`config.mk`:
```
export PLATFORM = sky130hd
export DESIGN_NAME = kbib_ram
export DESIGN_NICKNAME = d
export VERILOG_FILES = /design/src/hw/rtl/kbib_ram.sv
export SDC_FILE = /design/constraint.sdc
export NUM_CORES = 1
export LEC_CHECK = 0
export BUFFER_PORTS_ARGS = -buffer_cell sky130_fd_sc_hd__buf_2
export CAP_MARGIN = 40
export CORE_MARGIN = 5
export CORE_UTILIZATION = 61
export DETAILED_ROUTE_END_ITERATION = 10
export GPL_TIMING_DRIVEN = 0
export PLACE_DENSITY = 0.79
export SYNTH_ARGS = -nofsm -noshare
export SYNTH_HDL_FRONTEND = slang
export SYNTH_SLANG_ARGS = --single-unit
```
`constraint.sdc`:
```
create_clock -name i_clk -period 4.2 [get_ports i_clk]
set_input_delay 0.42 -clock i_clk [delete_from_list [all_inputs] [get_ports i_clk]]
set_output_delay 0.42 -clock i_clk [all_outputs]
set_load 0.02 [all_outputs]
```
`src/hw/rtl/kbib_ram.sv`:
```
// ----------------------------------------------------------------------------
// kbib_ram
// Simple dual-port memory with one write port and one registered read port.
// ----------------------------------------------------------------------------
module kbib_ram #(
    parameter int DEPTH = 16,
    parameter int WIDTH = 8
) (
    input  logic                     i_clk,
    input  logic                     i_we,
    input  logic [$clog2(DEPTH)-1:0] i_waddr,
    input  logic [WIDTH-1:0]         i_wdata,
    input  logic [$clog2(DEPTH)-1:0] i_raddr,
    output logic [WIDTH-1:0]         o_rdata
);

    logic [WIDTH-1:0] mem [DEPTH];

    always_ff @(posedge i_clk) begin
        if (i_we) begin
            mem[i_waddr] <= i_wdata;
        end
        o_rdata <= mem[i_raddr];
    end

endmodule

```
==> impl_results.md <==
- Die H: 101.9 um
- Ports: 26
- Clk sinks: 136
- Post-synthesis compound-gate area fraction: 2.333%
- Share of cells above drive strength 1: 29.76%
- Skew final: 0.007479 ns
- Max Clk Rate: 0.6328 GHz
- Ys Warns: 0
- Maxcap violations: 0
- Count of cell types in the netlist: 19
- Area grow syn2layout: 17.38%
- CP arrival: 1.71 ns
- Final hold violations: 0
- Total Power: 3.205 mW
- Seq/Total Area, Yosys: 77.78%
- Status: completed
- Initial DRC Count: 274
- Setup Crit Path Kind: in -> reg
- Post-synthesis xor/xnor area fraction: 0%
- Worst hold start: i_wdata[6]
- Core area: 8217 um^2
- Worst Hold Class: in -> reg
- Most numerous cell in the Yosys netlist: edfxtp_1
- Finish-stage setup viols: 0
- Num CTS Buffers: 17
- CTS tree: done
- H-tree depth: 4
- Worst reg2reg setup slack: 2.78 ns
- Clk pin slew, worst setup/hold paths: 0.05 ns
- Worst hold stages: 1
- Finished Cell Area: 6042 um^2
- CP Max Fanout: 8
- Initial Util: 62.65%
- N_diodes: 0
- Peak VDD IR: 0.0003687 V
- DIE WIDTH: 101.9 um
- Synth Cell Area: 5147 um^2
- Post-route ant nets: 0
- Vias in the first global route: 2481
- # fillers: 442
- Cts hold-fix bufs: 0
- Mapped Avg Cell Area: 22.48 um^2
- Via count of the routed design: 2461
- Startpoint types: input port
- GRT Total Usage: 21.02%
- Worst Tran Pin Value: 0.8436 ns
- Initial antenna violation count: 0
- PortBufs: 24
- Post-synth EDFFs: 128
- Leakage: 2.066 nW
- # resized after CTS: 0
- Clock Tree Buf Depth: 2
- Post-Synth Adder-Cell Area: 0%
- Worst hold endpoint: mem[4][6]
- Placed Area: 5419 um^2
- Post-Syn Instances: 229
- Mux contribution to synthesized area: 15.02%
- Drt drc: 0
- Worst r2r src: mem[9][4]
- Worst-skew pair later-pin latency: 0.50 ns
- Simple-gate share of the synthesized area: 3.184%
- Largest net degree at the start of global routing: 17
- Largest family of logic cells by synthesized area: multiplexers
- Synth cell count leaders: edfxtp_1, mux4_2, a22oi_1, mux4_1, nor2_1
- Row count: 33
- RSZ-0062 raised after global routing: no
- Reg area: 4004 um^2
- Postcts setup bufs: 0
- Nets@finish: 294
- Worst path required time: 4.32 ns
- Final weighted congestion in routability-driven placement: 0.7051
- CTS Root Cell: clkbuf_8
- Final Slew Violations: 0
- Ranking of synthesized cells by area: edfxtp_1, mux4_2, mux4_1
- Prevailing post-synth register cell: edfxtp_1
- Multi-input logic area: 1057 um^2
- Syn_nets: 247
- Reg2Reg Depth: 3
- Global-route wire length before repair: 14910 um
- Relative slew slack: 43.33%
- Setup TNS: 0 ns
- RR Endpoint: o_rdata[4]
- Post-synthesis register bit count: 136
- Synth async-reset ratio: 0%
- Routed wire length: 9973 um
- Global route total overflow: 0
- Yosys top cell area share: 74.67%
- # placed instances: 362
- Cell accounting for the most synthesized area: edfxtp_1
- Tmin final: 1.580 ns
- Final Instance Count excl. Fillers: 394
- PwrDens: 530.4 nW/um^2
- Detailed Place HPWL: 6240 um
- Worst Setup End Kind: flip-flop
- Vias per cell: 6.246
- Crit share post-route: 37.63%
- Wire per inst: 25.31 um
- Die ar.: 10380 um^2
- DRT Pass-1 Iters: 5
flip-flops by register name (all words and copies together) (netlist names):
register and flops:
o_rdata 8, mem 128
cell type report:
type / count / share of cell area [%]
sequential: 136 / 66.27
multi-input combinational: 83 / 17.50
clock buffer: 24 / 7.952
clock inverter: 8 / 2.361
timing repair buffer: 28 / 2.319
tap: 105 / 2.174
buffer: 10 / 1.429
stage by stage:
step	hold slack, ns	utilization, %	setup WS (ns)
floorplan	0.5189	-	2.287
detailed placement	0.6765	65.95	2.105
finish	0.3162	73.53	2.620
global placement	0.6509	65.71	1.798
global route	0.3208	73.53	2.545
CTS	0.3110	73.53	2.618
worst max-delay path: stages:
cell and delay [ns]:
buf_2 0.11, or3b_2 0.53, nor2_1 0.64
power breakdown:
group          total (mW)  internal (mW)  switching [mW]
clock network        1.52           1.02           0.499
registers            1.53           1.52         0.00774
logic               0.154         0.0607          0.0935
total                3.20           2.60           0.601
per-layer routing:
metal / up-vias / track usage [%] / share of wire (%)
met4: 0 / 9.586 / 2.7
met2: 115 / 33.15 / 50
met3: 19 / 4.369 / 7.4
met1: 1255 / 28.90 / 40
met5: - / 0 / 0
li1: 1072 / - / -
logic make-up after synthesis:
family                 after synthesis
AOI/OAI and AO/OA                   16
buffers and inverters               10
muxes                               32
DFF                                136
and+or+nand+nor                     35
placed cells by master (no fill, tap or decap), drive strengths merged, types with 2 or more instances in the layout:
master,netlist,final
a22oi,16,16
buf,7,35
bufinv,0,4
clkbuf,0,24
clkdlybuf4s25,3,3
clkinv,0,3
dfxtp,8,8
edfxtp,128,128
mux4,32,32
nand2,9,9
nand2b,2,2
nand3b,2,2
nor2,13,13
nor3,4,4
worst max-delay path by stage:
stage / start / end / slack, ns
final: i_waddr[2] / mem[2][2] / 2.62
after global placement: i_waddr[2] / mem[0][0] / 1.80
after CTS: i_waddr[2] / mem[8][7] / 2.62
after detailed placement: i_waddr[2] / mem[2][1] / 2.10
after global routing: i_waddr[2] / mem[8][7] / 2.55
after floorplan: i_waddr[2] / mem[0][0] / 2.29
(Power assumes the default switching activity.)
